==> src/rtl/bdc_pkg.sv <==
// ----------------------------------------------------------------------------
// bdc_pkg: shared types and constants for the button debounce block
// Request and result payload layouts, configuration register set and the
// register indexes of the configuration port.
// ----------------------------------------------------------------------------
package bdc_pkg;

   // Width of each configuration register and of the port's write data.
   localparam int CFG_WIDTH = 16;

   // Configuration register indexes.
   typedef enum logic [0:0] {
      CSR_DEBOUNCE_TICKS = 1'b0,
      CSR_WINDOW_TICKS   = 1'b1
   } csr_index_type;

   // Reset values of the configuration registers.
   localparam logic [CFG_WIDTH-1:0] DEBOUNCE_RESET = 16'd50;
   localparam logic [CFG_WIDTH-1:0] WINDOW_RESET   = 16'd1000;

   // One request: a sampled button level and a clear strobe.
   typedef struct packed {
      logic pressed_level;
      logic clear_double;
   } req_payload_type;

   // One result.
   typedef struct packed {
      logic pressed_now;
      logic held;
      logic double_seen;
      logic active_state;
   } rsp_payload_type;

   // Configuration register set.
   typedef struct packed {
      logic [CFG_WIDTH-1:0] debounce_ticks;
      logic [CFG_WIDTH-1:0] window_ticks;
   } cfg_type;

endpackage

==> src/rtl/bdc_core.sv <==
// ----------------------------------------------------------------------------
// bdc_core: debounce, double-click and hold state update
// Holds the timers and flags and computes one result per request in a
// single pass of combinational logic; the state advances when step is high.
// ----------------------------------------------------------------------------
module bdc_core
   import bdc_pkg::*;
#(
   parameter int COUNT_WIDTH = 16
) (
   input  logic            clock,
   input  logic            reset,
   input  logic            step,
   input  req_payload_type req_data,
   input  cfg_type         cfg,
   output rsp_payload_type rsp_data
);

   localparam int LOAD_WIDTH = (COUNT_WIDTH > CFG_WIDTH) ? COUNT_WIDTH : CFG_WIDTH;

   // Timer load value: zero acts as one, lengths beyond the counter saturate.
   function automatic logic [COUNT_WIDTH-1:0] load_value(input logic [CFG_WIDTH-1:0] ticks);
      logic [LOAD_WIDTH-1:0] ext;
      logic [LOAD_WIDTH-1:0] lim;
      ext = LOAD_WIDTH'(ticks);
      lim = LOAD_WIDTH'({COUNT_WIDTH{1'b1}});
      if (ext == '0) begin
         ext = LOAD_WIDTH'(1);
      end
      if (ext > lim) begin
         ext = lim;
      end
      return ext[COUNT_WIDTH-1:0];
   endfunction

   logic                   last_level_ff,  last_level_in;
   logic [COUNT_WIDTH-1:0] db_count_ff,    db_count_in;
   logic                   db_running_ff,  db_running_in;
   logic                   db_target_ff,   db_target_in;
   logic [COUNT_WIDTH-1:0] win_count_ff,   win_count_in;
   logic                   win_running_ff, win_running_in;
   logic                   first_click_ff, first_click_in;
   logic                   active_ff,      active_in;
   logic                   double_ff,      double_in;
   logic                   hold_ff,        hold_in;

   logic                   db_expire;
   logic                   win_expire;
   logic [COUNT_WIDTH-1:0] win_count_mid;
   logic                   win_running_mid;
   logic                   first_mid;
   logic                   double_mid;
   logic                   pressed;

   // Next-state logic: debounce expiry, then window expiry, then edge handling.
   always_comb begin
      pressed         = req_data.pressed_level;
      last_level_in   = req_data.pressed_level;
      db_count_in     = db_count_ff;
      db_running_in   = db_running_ff;
      db_target_in    = db_target_ff;
      active_in       = active_ff;
      hold_in         = hold_ff;
      first_mid       = first_click_ff;
      double_mid      = double_ff;
      win_count_mid   = win_count_ff;
      win_running_mid = win_running_ff;

      // Debounce countdown.
      db_expire = db_running_ff && (db_count_ff <= COUNT_WIDTH'(1));
      if (db_running_ff) begin
         db_count_in = db_expire ? '0 : db_count_ff - COUNT_WIDTH'(1);
      end
      if (db_expire) begin
         db_running_in = 1'b0;
         if (pressed) begin
            if (db_target_ff) begin
               active_in       = ~active_ff;
               first_mid       = 1'b0;
               double_mid      = 1'b1;
               win_running_mid = 1'b0;
               win_count_mid   = '0;
            end else begin
               first_mid = ~first_click_ff;
            end
         end
      end

      // Double-click window countdown.
      win_count_in   = win_count_mid;
      win_running_in = win_running_mid;
      first_click_in = first_mid;
      win_expire = win_running_mid && (win_count_mid <= COUNT_WIDTH'(1));
      if (win_running_mid) begin
         win_count_in = win_expire ? '0 : win_count_mid - COUNT_WIDTH'(1);
      end
      if (win_expire) begin
         win_running_in = 1'b0;
         first_click_in = 1'b0;
         hold_in        = 1'b1;
      end

      // Level change restarts the debounce and possibly the window.
      if (req_data.pressed_level != last_level_ff) begin
         hold_in       = 1'b0;
         db_count_in   = load_value(cfg.debounce_ticks);
         db_running_in = 1'b1;
         if (first_click_in) begin
            db_target_in = 1'b1;
         end else begin
            db_target_in   = 1'b0;
            win_count_in   = load_value(cfg.window_ticks);
            win_running_in = 1'b1;
         end
      end

      rsp_data.pressed_now  = pressed;
      rsp_data.held         = pressed & hold_in;
      rsp_data.double_seen  = double_mid;
      rsp_data.active_state = active_in;

      // The clear strobe acts after the result is formed.
      double_in = double_mid & ~req_data.clear_double;
   end

   // State registers.
   always_ff @(posedge clock) begin
      if (reset) begin
         last_level_ff  <= 1'b0;
         db_count_ff    <= '0;
         db_running_ff  <= 1'b0;
         db_target_ff   <= 1'b0;
         win_count_ff   <= '0;
         win_running_ff <= 1'b0;
         first_click_ff <= 1'b0;
         active_ff      <= 1'b0;
         double_ff      <= 1'b0;
         hold_ff        <= 1'b0;
      end else if (step) begin
         last_level_ff  <= last_level_in;
         db_count_ff    <= db_count_in;
         db_running_ff  <= db_running_in;
         db_target_ff   <= db_target_in;
         win_count_ff   <= win_count_in;
         win_running_ff <= win_running_in;
         first_click_ff <= first_click_in;
         active_ff      <= active_in;
         double_ff      <= double_in;
         hold_ff        <= hold_in;
      end
   end

   // A timer runs exactly while its count is non-zero.
   a_db_run_count: assert property (@(posedge clock) disable iff (reset)
      db_running_ff == (db_count_ff != '0))
      else $error("debounce running flag disagrees with its count");

   a_win_run_count: assert property (@(posedge clock) disable iff (reset)
      win_running_ff == (win_count_ff != '0))
      else $error("window running flag disagrees with its count");

   // Hold is set only when the window has ended, and any restart clears it.
   a_hold_no_window: assert property (@(posedge clock) disable iff (reset)
      !(hold_ff && win_running_ff))
      else $error("hold flag set while the window is running");

endmodule

==> src/rtl/bdc_out_stage.sv <==
// ----------------------------------------------------------------------------
// bdc_out_stage: result register
// Holds one result until it is taken, and reports when it can be reloaded.
// ----------------------------------------------------------------------------
module bdc_out_stage
   import bdc_pkg::*;
(
   input  logic            clock,
   input  logic            reset,
   input  logic            load,
   input  rsp_payload_type load_data,
   output logic            can_load,
   output logic            rsp_valid,
   input  logic            rsp_ready,
   output rsp_payload_type rsp_payload
);

   logic            valid_ff, valid_in;
   rsp_payload_type data_ff;

   // The register frees up in the same cycle its result is taken.
   assign can_load  = ~valid_ff | rsp_ready;
   assign valid_in  = load | (valid_ff & ~rsp_ready);

   always_ff @(posedge clock) begin
      if (reset) begin
         valid_ff <= 1'b0;
      end else begin
         valid_ff <= valid_in;
      end
   end

   // Payload register, no reset needed.
   always_ff @(posedge clock) begin
      if (load) begin
         data_ff <= load_data;
      end
   end

   assign rsp_valid   = valid_ff;
   assign rsp_payload = data_ff;

endmodule

==> src/rtl/button_debounce_double_click_hold.sv <==
// ----------------------------------------------------------------------------
// button_debounce_double_click_hold: debounced button with click detection
// Debounces a sampled button level, detects double clicks (toggling an
// active flag) and long presses, with programmable debounce and window.
//
//   Channel  Ports                              Carries
//   req      req_valid/req_ready/req_payload    sampled level, clear strobe
//   rsp      rsp_valid/rsp_ready/rsp_payload    pressed, held, double, active
//   csr      csr_write_en/csr_index/csr_wdata   debounce and window lengths
//
// One request per cycle sustained while rsp_ready stays high; an accepted
// request passes through the input register, then the result register,
// before rsp_valid rises.
// Reset is synchronous: it clears all flags and timers and restores the
// lengths to 50 and 1000 ticks.
// While rsp_ready is low the result is held; one more request is taken into
// the input register, after which req_ready drops.
// ----------------------------------------------------------------------------
module button_debounce_double_click_hold
   import bdc_pkg::*;
#(
   parameter int COUNT_WIDTH = 16
) (
   input  logic                 clock,
   input  logic                 reset,
   input  logic                 req_valid,
   output logic                 req_ready,
   input  req_payload_type      req_payload,
   output logic                 rsp_valid,
   input  logic                 rsp_ready,
   output rsp_payload_type      rsp_payload,
   input  logic                 csr_write_en,
   input  csr_index_type        csr_index,
   input  logic [CFG_WIDTH-1:0] csr_wdata
);

   cfg_type         cfg_ff;
   logic            in_valid_ff, in_valid_in;
   req_payload_type in_data_ff;
   logic            can_load;
   logic            advance;
   rsp_payload_type step_result;

   // Configuration registers.
   always_ff @(posedge clock) begin
      if (reset) begin
         cfg_ff.debounce_ticks <= DEBOUNCE_RESET;
         cfg_ff.window_ticks   <= WINDOW_RESET;
      end else if (csr_write_en) begin
         case (csr_index)
            CSR_DEBOUNCE_TICKS: cfg_ff.debounce_ticks <= csr_wdata;
            CSR_WINDOW_TICKS:   cfg_ff.window_ticks   <= csr_wdata;
            default:            ;
         endcase
      end
   end

   // Input register: the request moves on whenever the result register frees.
   assign advance     = in_valid_ff & can_load;
   assign req_ready   = ~in_valid_ff | can_load;
   assign in_valid_in = (req_valid & req_ready) | (in_valid_ff & ~can_load);

   always_ff @(posedge clock) begin
      if (reset) begin
         in_valid_ff <= 1'b0;
      end else begin
         in_valid_ff <= in_valid_in;
      end
   end

   always_ff @(posedge clock) begin
      if (req_valid && req_ready) begin
         in_data_ff <= req_payload;
      end
   end

   bdc_core #(
      .COUNT_WIDTH (COUNT_WIDTH)
   ) u_core (
      .clock    (clock),
      .reset    (reset),
      .step     (advance),
      .req_data (in_data_ff),
      .cfg      (cfg_ff),
      .rsp_data (step_result)
   );

   bdc_out_stage u_out (
      .clock       (clock),
      .reset       (reset),
      .load        (advance),
      .load_data   (step_result),
      .can_load    (can_load),
      .rsp_valid   (rsp_valid),
      .rsp_ready   (rsp_ready),
      .rsp_payload (rsp_payload)
   );

endmodule

==> config.mk <==
export PLATFORM = sky130hd
export DESIGN_NAME = button_debounce_double_click_hold
export DESIGN_NICKNAME = d
export VERILOG_FILES = /design/src/rtl/bdc_pkg.sv /design/src/rtl/bdc_core.sv /design/src/rtl/bdc_out_stage.sv /design/src/rtl/button_debounce_double_click_hold.sv
export SDC_FILE = /design/constraint.sdc
export NUM_CORES = 1
export LEC_CHECK = 0
export BUFFER_PORTS_ARGS = -buffer_cell sky130_fd_sc_hd__buf_2
export CAP_MARGIN = 20
export CORE_ASPECT_RATIO = 0.9
export CORE_MARGIN = 5
export CORE_UTILIZATION = 54
export CTS_CLUSTER_SIZE = 10
export DETAILED_ROUTE_END_ITERATION = 7
export GPL_TIMING_DRIVEN = 0
export PLACE_DENSITY = 0.73
export SLEW_MARGIN = 15
export SYNTH_ARGS = -nofsm -noshare
export SYNTH_HDL_FRONTEND = slang
export SYNTH_HIERARCHICAL = 1
export SYNTH_SLANG_ARGS = --single-unit
==> constraint.sdc <==
create_clock -name clock -period 2.48 [get_ports clock]
set_input_delay 0.248 -clock clock [delete_from_list [all_inputs] [get_ports clock]]
set_output_delay 0.248 -clock clock [all_outputs]
set_load 0.01 [all_outputs]
==> reports/metrics.csv, run 1 <==
stage;metric;value;unit
outcome;outcome;finished, violations left;
outcome;violations;negative setup slack;
timing;skew;5.09;ps
route;via_count;3946;
logic_synthesis;synth_edf_count;6;
floorplanning;core-area;7540;um^2
critical_path;reg2regPathDepth;6;
critical_path;path_class;register to register;
layout;finalNonFillerCells;624;
global_routing;grt_use_total;24.6;%
place;placed_area;4450;um^2
min_path;hold_path_depth;1;
timing;final_hold_viol_count;0;
layout;fin_util;63.7;%
floorplanning;die_y;93.5;um
clock_tree;insertion_delay;360;ps
route;routed_via_density;6.32;
run;drv_cap;0;
route;drtPass1Iterations;7;
clock_tree;cts_buffers;9;
power;p_per_area;615;nW/um^2
logic_synthesis;yosys_warnings;6;
clock_tree;cts.sinks;80;
place;port_buffers;28;
power;peakVddDrop;0.000417;V
power;leakagePower;0.00183;uW
timing;max_slew.worst_pin.slew;824;ps
place;place_ws;-664;ps
logic_synthesis;synth-seq-area-share;39.7;%
route;final_antenna_net_count;0;
timing;drv_slew;0;
critical_path;end_kind;register;
logic_synthesis;synth_cells;477;
power;totalPowerFinal;2960;uW
logic_synthesis;ys_ff_latch;80;
floorplanning;die-area;9620;um^2
layout;nets;549;
place;gp_congestion;0.908;
layout;fin_area;4810;um^2
logic_synthesis;synthArstFlopShare;0;%
min_path;hold_end;in_data_ff[1];
clock_tree;root_buffer;clkbuf_8;
critical_path;cp_max_fo;3;
logic_synthesis;synth_cell_types;67;
timing;fin_crit;2510;ps
route;drc;0;
timing;max_freq;399;MHz
critical_path;r2r-end;u_core/win_count_ff[10];
global_routing;grt_pass1_vias;3665;
critical_path;cp-start-kind;register;
logic_synthesis;syn_nets;503;
timing;setup_slack;-28.2;ps
place;placedCellCount;601;
layout;antenna_cells;0;
route;wl_per_cell;18.4;um
route;drtIter0Drc;395;
critical_path;rr_startpoint;u_core/win_count_ff[2];
route;wirelength;11500;um
logic_synthesis;synthFlopType;dfxtp_1;
logic_synthesis;syn_area_per_cell;8.78;um^2
min_path;min_path_type;input port to register;
global_routing;grt_antenna_before_repair;0;
place;dp_hpwl;8150;um
global_routing;grt_pass1_wl;18400;um
floorplanning;ios;30;
clock_tree;cts_tree;done;
layout;drive_gt1_share;18.2;%
global_routing;grt_max_degree;15;
clock_tree;hold_buffers;0;
min_path;min_from;req_payload[1];
critical_path;crit_required;2750;ps
clock_tree;path_clk_slew;80;ps
clock_tree;cts.path.max_buffers;2;
timing;maxSlewHeadroom;44.7;%
timing;rsz0062_at_grt;yes;
critical_path;cp.arrival;2780;ps
logic_synthesis;netlist_area;4190;um^2
floorplanning;fp-row-count;30;
floorplanning;dieWidth;103;um
clock_tree;cts_htree_levels;3;
global_routing;grt_overflow_total;0;
timing;finalCritPeriodShare;101;%
timing;setup_viol;1;
layout;syn_to_final_growth;14.8;%
critical_path;r2r_slack;-30;ps
floorplanning;initial_utilization;55.5;%
-- sequential cells by signal, indices dropped and copies added, names as in the netlist --
signal,flops
u_core/active_ff,1
u_core/db_count_ff,16
u_core/hold_ff,1
u_core/win_running_ff,1
in_valid_ff,1
u_core/db_running_ff,1
u_core/db_target_ff,1
u_out/rsp_payload,4
u_core/double_ff,1
cfg_ff,32
u_core/win_count_ff,16
u_out/rsp_valid,1
u_core/last_level_ff,1
u_core/first_click_ff,1
in_data_ff,2
-- cell usage after synthesis, drive strengths merged, types with 3 or more instances --
cell | count | area [um^2]
inv | 7 | 26.3
nand2 | 33 | 131
nand4bb | 3 | 33.8
o31ai | 3 | 22.5
a22oi | 10 | 75.1
a41oi | 3 | 26.3
or2 | 3 | 18.8
a211o | 5 | 43.8
xnor2 | 5 | 43.8
nand4 | 5 | 31.3
edfxtp | 6 | 180
nand3 | 13 | 65.1
o41ai | 4 | 35.0
a311oi | 4 | 35.0
and2 | 7 | 43.8
and3 | 9 | 56.3
nor3 | 15 | 80.1
o211ai | 3 | 22.5
or3 | 5 | 36.3
a221oi | 4 | 35.0
xor2 | 7 | 61.3
or4 | 5 | 41.3
dfxtp | 74 | 1480
o21ai | 30 | 150
nor4 | 15 | 100
a221o | 6 | 60.1
buf | 14 | 104
nor2b | 5 | 31.3
mux2i | 21 | 210
a211oi | 9 | 67.6
nand2b | 35 | 226
clkbuf | 17 | 63.8
nor2 | 43 | 161
a32o | 3 | 30.0
a21oi | 18 | 93.8
-- layout by cell type, fill, tap and decap left out, drive strengths merged, types with 5 or more instances in the layout --
master	synthesis	layout
dfxtp	74	74
buf	14	50
nor2	43	43
nand2b	35	35
nand2	33	33
o21ai	30	30
clkbuf	17	25
mux2i	21	21
a21oi	18	18
nor3	15	15
nor4	15	15
nand3	13	13
a22oi	10	10
and3	9	9
a211oi	9	9
inv	7	8
and2	7	7
xor2	7	7
edfxtp	6	6
a221o	6	6
nor2b	5	5
a211o	5	5
nand4	5	5
xnor2	5	5
or3	5	5
or4	5	5
-- cell type report --
| class | instances | area [um^2] |
|---|---|---|
| Fill cell | 649 | 2740 |
| Multi-Input combinational cell | 359 | 2450 |
| Sequential cell | 80 | 1670 |
| Timing Repair Buffer | 36 | 200 |
| Buffer | 30 | 165 |
| Clock buffer | 9 | 124 |
| Tap cell | 96 | 120 |
| Clock inverter | 7 | 47.5 |
| Inverter | 7 | 26.3 |
-- repair_timing --
action,4_1_cts,5_1_grt
hold endpoints to repair,0,0
gates resized for setup,17,16
pin swaps,3,8
buffers inserted,3,5
endpoints found under the setup margin,35,25
-- per-stage QoR --
stage                     hold slack, ps  TNS, ps
final                               59.7    -28.2
after global routing                44.8     -348
after CTS                           39.8    -63.3
after detailed placement             427   -13900
after global placement               426   -12680
after floorplan                      310    -12.9
-- how the worst max path moves through the flow --
stage | endpoint | slack (ps) | startpoint
floorplan | u_core/win_count_ff[10] | -10 | u_core/win_count_ff[2]
global placement | u_core/win_count_ff[2] | -620 | u_core/db_count_ff[12]
detailed placement | u_core/win_count_ff[2] | -660 | u_core/db_count_ff[12]
global route | u_core/win_count_ff[10] | -100 | u_core/win_count_ff[2]
CTS | u_core/win_count_ff[10] | -60 | u_core/win_count_ff[1]
finish | u_core/win_count_ff[10] | -30 | u_core/win_count_ff[2]
-- worst max-delay path, stage by stage, from the launching register on --
cell      delay (ps)
dfxtp_4          360
or4b_4           550
or4_4            430
or3_4            390
xor2_1           150
or3_1            310
a311oi_1         240
-- where the power goes --
group | switching (uW) | internal, uW
Combinational | 385 | 259
Sequential | 74.7 | 1370
Clock | 508 | 363
Total | 968 | 1990
-- cells by family after synthesis --
family / Yosys count / share of synthesized area, %
xor+xnor: 12 / 2.51
fa+ha+maj: 2 / 0.597
buf+inv: 38 / 4.63
mux: 22 / 5.29
flops: 80 / 39.7
compound gates: 117 / 19.7
simple gates: 206 / 27.6
-- metal layers --
metal  share of wire (%)  GRT usage [%]
met5                   0              0
met4                 2.1           6.69
met3                 7.7           5.37
met2                  46           38.8
met1                  44           33.7
No activity file was read; power rests on OpenSTA's default activity.
==> inputs of run 2 (changes only) <==
PLACE_DENSITY = not set   (was 0.73)
PLACE_DENSITY_LB_ADDON = 0.12   (was not set)
==> reports/metrics.csv, run 2 (synthesis results as in run 1) <==
stage;metric;value;unit;change
layout;multi_input_area;2450;um^2;+0.10%
critical_path;r2r-end;u_core/win_count_ff[10];;
route;wirelength;11300;um;-1.9%
clock_tree;cts_htree_levels;3;;unchanged
timing;fin_crit;2550;ps;+43.8 ps
global_routing;grt_overflow_total;0;;unchanged
critical_path;critPathTopFamily;simple AND/OR/NAND/NOR gates;;
floorplanning;die_y;93.5;um;unchanged
critical_path;cpPeakStageDelay;550;ps;about the same
floorplanning;dieWidth;103;um;unchanged
timing;finalCritPeriodShare;103;%;+1.8 points
global_routing;grt_antenna_before_repair;0;;unchanged
route;wl_per_cell;18.1;um;-1.6%
layout;top_register;cfg_ff;;
power;netSwitchingFraction;32.1;%;-0.61 points
layout;layout_commonest_cell;dfxtp_1;;
power;power_frac_clock;30.8;%;+1.3 points
floorplanning;ios;30;;unchanged
critical_path;cp_num_buf_inv;0;;unchanged
global_routing;grt_pass1_wl;17900;um;-2.7%
floorplanning;initial_utilization;55.5;%;unchanged
power;switchingPower;968;uW;about the same
layout;drive_gt1_share;18.4;%;+0.26 points
outcome;outcome;finished, violations left;;
route;drtIter0Drc;307;;-22%
timing;final_hold_viol_count;0;;unchanged
route;final_antenna_net_count;0;;unchanged
clock_tree;cts_buffers;9;;unchanged
timing;rsz0062_at_grt;yes;;
critical_path;cp-start-kind;register;;
global_routing;grt_max_degree;15;;unchanged
critical_path;cp_max_fo;2;;-1
floorplanning;core-area;7540;um^2;unchanged
outcome;violations;negative setup slack;;
clock_tree;cts.sinks;80;;unchanged
layout;largest_register_ffs;32;;unchanged
layout;reg_top3;cfg_ff x32, u_core/db_count_ff x16, u_core/win_count_ff x16;;
power;peakVddDrop;0.000335;V;-20%
layout;finalNonFillerCells;622;;-0.32%
timing;setup_slack;-72.0;ps;-43.8 ps
floorplanning;fp-row-count;30;;unchanged
power;internal_power;2050;uW;+2.9%
clock_tree;cts_tree;done;;
route;via_count;3906;;-1.0%
layout;fin_util;63.7;%;about the same
power;p_seq_share;47.9;%;-0.9 points
critical_path;r2r_slack;-70;ps;-40 ps
route;routed_via_density;6.28;;-0.70%
timing;drv_slew;0;;unchanged
layout;syn_to_final_growth;14.8;%;about the same
critical_path;rr_startpoint;u_core/win_count_ff[1];;
timing;skew;12.1;ps;+6.99 ps
place;port_buffers;28;;unchanged
global_routing;grt_pass1_vias;3520;;-4.0%
global_routing;grt_use_total;23.8;%;-0.73 points
route;drtPass1Iterations;7;;unchanged
layout;antenna_cells;0;;unchanged
timing;max_slew.worst_pin.slew;799;ps;-25.0 ps
power;power_frac_comb;21.3;%;-0.5 points
critical_path;slowest_stage;or4b_4;;
clock_tree;hold_buffers;0;;unchanged
critical_path;cp.arrival;2820;ps;+40 ps
layout;seq_area;1670;um^2;-0.15%
critical_path;end_kind;register;;
layout;final_cell_mix;dfxtp_1 (71), nor2_1 (43), nand2b_1 (34), buf_2 (32), nand2_1 (31);;
timing;max_freq;392;MHz;-1.7%
clock_tree;insertion_delay;360;ps;about the same
route;drc;0;;unchanged
power;leakagePower;0.00183;uW;about the same
critical_path;path_cells;or4b_4 > or4_4 > or3_4 > xor2_1 > or3_1 > a311oi_2;;
critical_path;reg2regPathDepth;6;;unchanged
min_path;hold_path_depth;1;;unchanged
floorplanning;die-area;9620;um^2;unchanged
clock_tree;cts.path.max_buffers;2;;unchanged
place;gp_congestion;0.910;;+0.22%
min_path;min_from;req_payload[1];;
place;placedCellCount;601;;unchanged
run;drv_cap;0;;unchanged
place;dp_hpwl;8010;um;-1.7%
clock_tree;root_buffer;clkbuf_8;;
layout;nets;547;;-0.36%
min_path;min_path_type;input port to register;;
critical_path;path_class;register to register;;
timing;setup_viol;1;;unchanged
critical_path;crit_required;2740;ps;about the same
clock_tree;path_clk_slew;90;ps;about the same
min_path;hold_end;in_data_ff[1];;
layout;fill_cells;646;;-0.46%
power;p_per_area;627;nW/um^2;+1.9%
timing;maxSlewHeadroom;46.4;%;+1.7 points
-- run 2: cell types whose count changed in the layout (fill, tap and decap cells not counted), moves of 2 or more --
| cell | previous run | this run |
|---|---|---|
| a311oi_1 | 4 | 2 |
| clkbuf_8 | 9 | 11 |
| clkinv_2 | 3 | 1 |
| buf_4 | 12 | 10 |
| a311oi_2 | 0 | 2 |
-- run 2: final cells by class --
type	instances	share of cell area, %
Multi-Input combinational cell	359	51.0
Inverter	7	0.546
Clock inverter	5	0.781
Clock buffer	11	3.15
Buffer	30	3.43
Sequential cell	80	34.7
Tap cell	96	2.50
Timing Repair Buffer	34	3.85
-- run 2: power groups by stage --
stage	Clock (uW)	Combinational [uW]	Sequential (uW)
2_1_floorplan	0	425	1450
3_3_place_gp	0	556	1470
3_5_place_dp	0	568	1470
4_1_cts	944	599	1440
5_1_grt	1000	700	1450
6_report	928	643	1440
-- run 2: worst reg2reg max path, stage by stage, from the launching register on --
cell and delay (ps):
dfxtp_4 350, or4b_4 550, or4_4 500, or3_4 350, xor2_1 150, or3_1 330, a311oi_2 230
-- run 2: worst max path at each step --
| stage | startpoint | end | slack [ps] | depth (start not counted) |
|---|---|---|---|---|
| 2_1_floorplan | u_core/win_count_ff[2] | u_core/win_count_ff[10] | -10 | 7 |
| 3_3_place_gp | u_core/db_count_ff[12] | u_core/win_count_ff[2] | -530 | 7 |
| 3_5_place_dp | u_core/db_count_ff[12] | u_core/win_count_ff[2] | -540 | 7 |
| 4_1_cts | u_core/win_count_ff[1] | u_core/win_count_ff[10] | -60 | 6 |
| 5_1_grt | u_core/win_count_ff[1] | u_core/win_count_ff[10] | -120 | 6 |
| 6_report | u_core/win_count_ff[1] | u_core/win_count_ff[10] | -70 | 6 |
-- run 2: through the flow --
stage	total power [uW]	TNS (ps)	hold WS (ps)	instance area, um^2	setup slack (ps)
detailed placement	2040	-11420	428	4450	-538
finish	3010	-72.0	64.1	4810	-72.0
global placement	2020	-11320	426	4450	-527
floorplan	1870	-12.9	310	4190	-12.9
CTS	2980	-62.5	50.7	4730	-62.5
global route	3150	-177	39.1	4810	-115
-- run 2: per-layer routing --
layer,vias to the layer above,global-route usage (%),share of wire [%]
met1,1837,33.2,45
met3,31,4.92,6.8
met2,166,35.8,45
li1,1872,-,-
met5,-,0,0
met4,0,9.60,2.9
-- run 2: repair_timing --
action | CTS | global route
buffers inserted | 3 | 3
gates cloned | 0 | 0
setup endpoints to repair | 35 | 26
resized for setup | 17 | 16
pin swaps | 3 | 3
==> inputs of run 3 (changes only) <==
REMOVE_ABC_BUFFERS = 1   (was not set)
==> reports/metrics.csv, run 3 (synthesis results as in run 1) <==
stage;metric;value;unit;change
layout;nets;522;;-4.6%
place;gp_congestion;0.875;;-3.8%
place;placed_area;4310;um^2;-3.2%
critical_path;slowest_stage;or4b_4;;
route;drtPass1Iterations;5;;-2
power;p_per_area;627;nW/um^2;about the same
critical_path;crit_required;2750;ps;about the same
route;wirelength;10200;um;-9.6%
layout;reg_top3;cfg_ff x32, u_core/db_count_ff x16, u_core/win_count_ff x16;;
global_routing;grt_overflow_total;0;;unchanged
global_routing;grt_use_total;21.7;%;-2.2 points
timing;max_freq;410;MHz;+4.7%
critical_path;end_kind;register;;
layout;syn_to_final_growth;11.4;%;
place;placedCellCount;573;;-4.7%
power;netSwitchingFraction;31.7;%;-0.46 points
place;dp_hpwl;6810;um;-15%
clock_tree;root_buffer;clkbuf_8;;
timing;rsz0062_at_grt;yes;;
timing;max_slew.worst_pin.slew;915;ps;+116 ps
power;power_frac_clock;29.8;%;-1.0 points
critical_path;cpPeakStageDelay;530;ps;-20 ps
clock_tree;path_clk_slew;80;ps;about the same
timing;setup_viol;0;;-1
timing;drv_slew;0;;unchanged
route;via_count;3723;;-4.7%
clock_tree;hold_buffers;0;;unchanged
route;drc;0;;unchanged
floorplanning;fp-row-count;30;;unchanged
clock_tree;insertion_delay;370;ps;about the same
power;leakagePower;0.00176;uW;-3.9%
critical_path;r2r_slack;40;ps;+110 ps
power;p_seq_share;49.4;%;+1.5 points
power;internal_power;2000;uW;-2.3%
layout;largest_register_ffs;32;;unchanged
layout;seq_area;1670;um^2;about the same
timing;fin_crit;2440;ps;-115 ps
route;drtIter0Drc;249;;-19%
global_routing;grt_pass1_vias;3285;;-6.7%
layout;antenna_cells;0;;unchanged
layout;final_cell_mix;dfxtp_1 (70), nor2_1 (42), nand2b_1 (34), nand2_1 (32), buf_2 (29);;
clock_tree;cts_buffers;9;;unchanged
run;drv_cap;0;;unchanged
power;peakVddDrop;0.000356;V;+6.3%
min_path;hold_path_depth;1;;unchanged
layout;finalNonFillerCells;596;;-4.2%
critical_path;path_class;register to register;;
clock_tree;cts.path.max_buffers;2;;unchanged
layout;fin_area;4660;um^2;-3.0%
min_path;hold_end;in_data_ff[0];;
route;wl_per_cell;17.1;um;-5.7%
global_routing;grt_max_degree;83;;+68
place;port_buffers;29;;+3.6%
power;totalPowerFinal;2930;uW;-2.9%
layout;top_register;cfg_ff;;
min_path;min_path_type;input port to register;;
power;switchingPower;926;uW;-4.3%
timing;finalCritPeriodShare;98.3;%;-4.6 points
floorplanning;ios;30;;unchanged
timing;skew;7.52;ps;-4.56 ps
outcome;outcome;completed;;
layout;multi_input_area;2450;um^2;about the same
critical_path;cp_max_fo;2;;unchanged
layout;drive_gt1_share;17.4;%;-1.0 points
layout;fin_util;61.8;%;-1.9 points
min_path;min_from;req_payload[0];;
global_routing;grt_antenna_before_repair;0;;unchanged
timing;setup-tns-final;0;ps;+72.0 ps
layout;fill_cells;662;;+2.5%
floorplanning;dieWidth;103;um;unchanged
clock_tree;cts.sinks;80;;unchanged
global_routing;grt_pass1_wl;16400;um;-8.3%
floorplanning;core-area;7540;um^2;unchanged
floorplanning;die-area;9620;um^2;unchanged
route;routed_via_density;6.25;;-0.53%
route;final_antenna_net_count;0;;unchanged
critical_path;rr_startpoint;u_core/win_count_ff[1];;
critical_path;cp.arrival;2710;ps;-110 ps
critical_path;r2r-end;u_core/win_count_ff[10];;
timing;maxSlewHeadroom;38.9;%;-7.5 points
floorplanning;initial_utilization;55.5;%;unchanged
critical_path;reg2regPathDepth;6;;unchanged
clock_tree;cts_tree;done;;
clock_tree;cts_htree_levels;3;;unchanged
floorplanning;die_y;93.5;um;unchanged
layout;layout_commonest_cell;dfxtp_1;;
critical_path;cp-start-kind;register;;
critical_path;path_cells;or4b_4 > or4_4 > or3_4 > xor2_1 > or3_1 > a311oi_1;;
timing;final_hold_viol_count;0;;unchanged
power;power_frac_comb;20.8;%;-0.5 points
run 3: cell types whose count changed in the layout (fill, tap and decap cells not counted), moves of 2 or more:
cell      previous run  this run
buf_2               32        29
inv_1                7         5
buf_6                4         1
a311oi_2             2         0
clkbuf_2             2         0
inv_6                2         0
clkbuf_1            15         0
a311oi_1             2         4
inv_2                0         2
run 3: routing by layer:
metal | share of wire (%) | GRT usage [%] | vias to the layer above
li1 | - | - | 1817
met5 | 0 | 0 | -
met2 | 45 | 32.4 | 112
met3 | 5.8 | 4.33 | 14
met4 | 2.0 | 8.20 | 0
met1 | 47 | 30.7 | 1780
run 3: worst max-delay path by stage:
stage / start / end / slack [ps] / cells after the start
after floorplan: u_out/rsp_valid / u_core/win_count_ff[7] / -160 / 7
final: u_core/win_count_ff[1] / u_core/win_count_ff[10] / 40 / 6
after CTS: u_core/win_count_ff[1] / u_core/win_count_ff[10] / -10 / 6
after detailed placement: rsp_ready / u_core/win_count_ff[7] / -770 / 8
after global routing: u_core/db_count_ff[0] / u_core/win_count_ff[2] / -40 / 8
after global placement: in_data_ff[1] / u_core/win_count_ff[0] / -930 / 5
run 3: power by group through the flow:
stage / Sequential [uW] / Combinational, uW / Clock, uW
2_1_floorplan: 1450 / 385 / 0
3_3_place_gp: 1470 / 518 / 0
3_5_place_dp: 1470 / 534 / 0
4_1_cts: 1440 / 564 / 896
5_1_grt: 1460 / 672 / 944
6_report: 1450 / 608 / 873
run 3: metrics by stage:
step	hold WS, ps	worst slack (ps)
finish	62.1	42.6
global placement	428	-933
detailed placement	427	-767
global route	51.4	-36.4
CTS	50.4	-12.4
floorplan	310	-156
run 3: final cells by class:
| cell class | instances | area share (%) |
|---|---|---|
| multi-input combinational | 359 | 52.5 |
| sequential | 80 | 35.8 |
| tap | 96 | 2.58 |
| inverter | 7 | 0.563 |
| clock buffer | 10 | 2.95 |
| clock inverter | 5 | 0.724 |
| timing repair buffer | 39 | 4.80 |
run 3: worst max-delay path: cells and delay by family, from the launching register on:
kind | cells | cell delay (ps)
AOI/OAI and AO/OA | 1 | 250
xor gates and xnor gates | 1 | 140
and+or+nand+nor | 4 | 1610
DFF | 1 | 350
run 3: what timing repair did:
action                                  in CTS  in global routing
buffers inserted                             4                  4
pin swaps                                    4                  8
endpoints found under the setup margin      33                 24
gates resized for setup                     18                 14
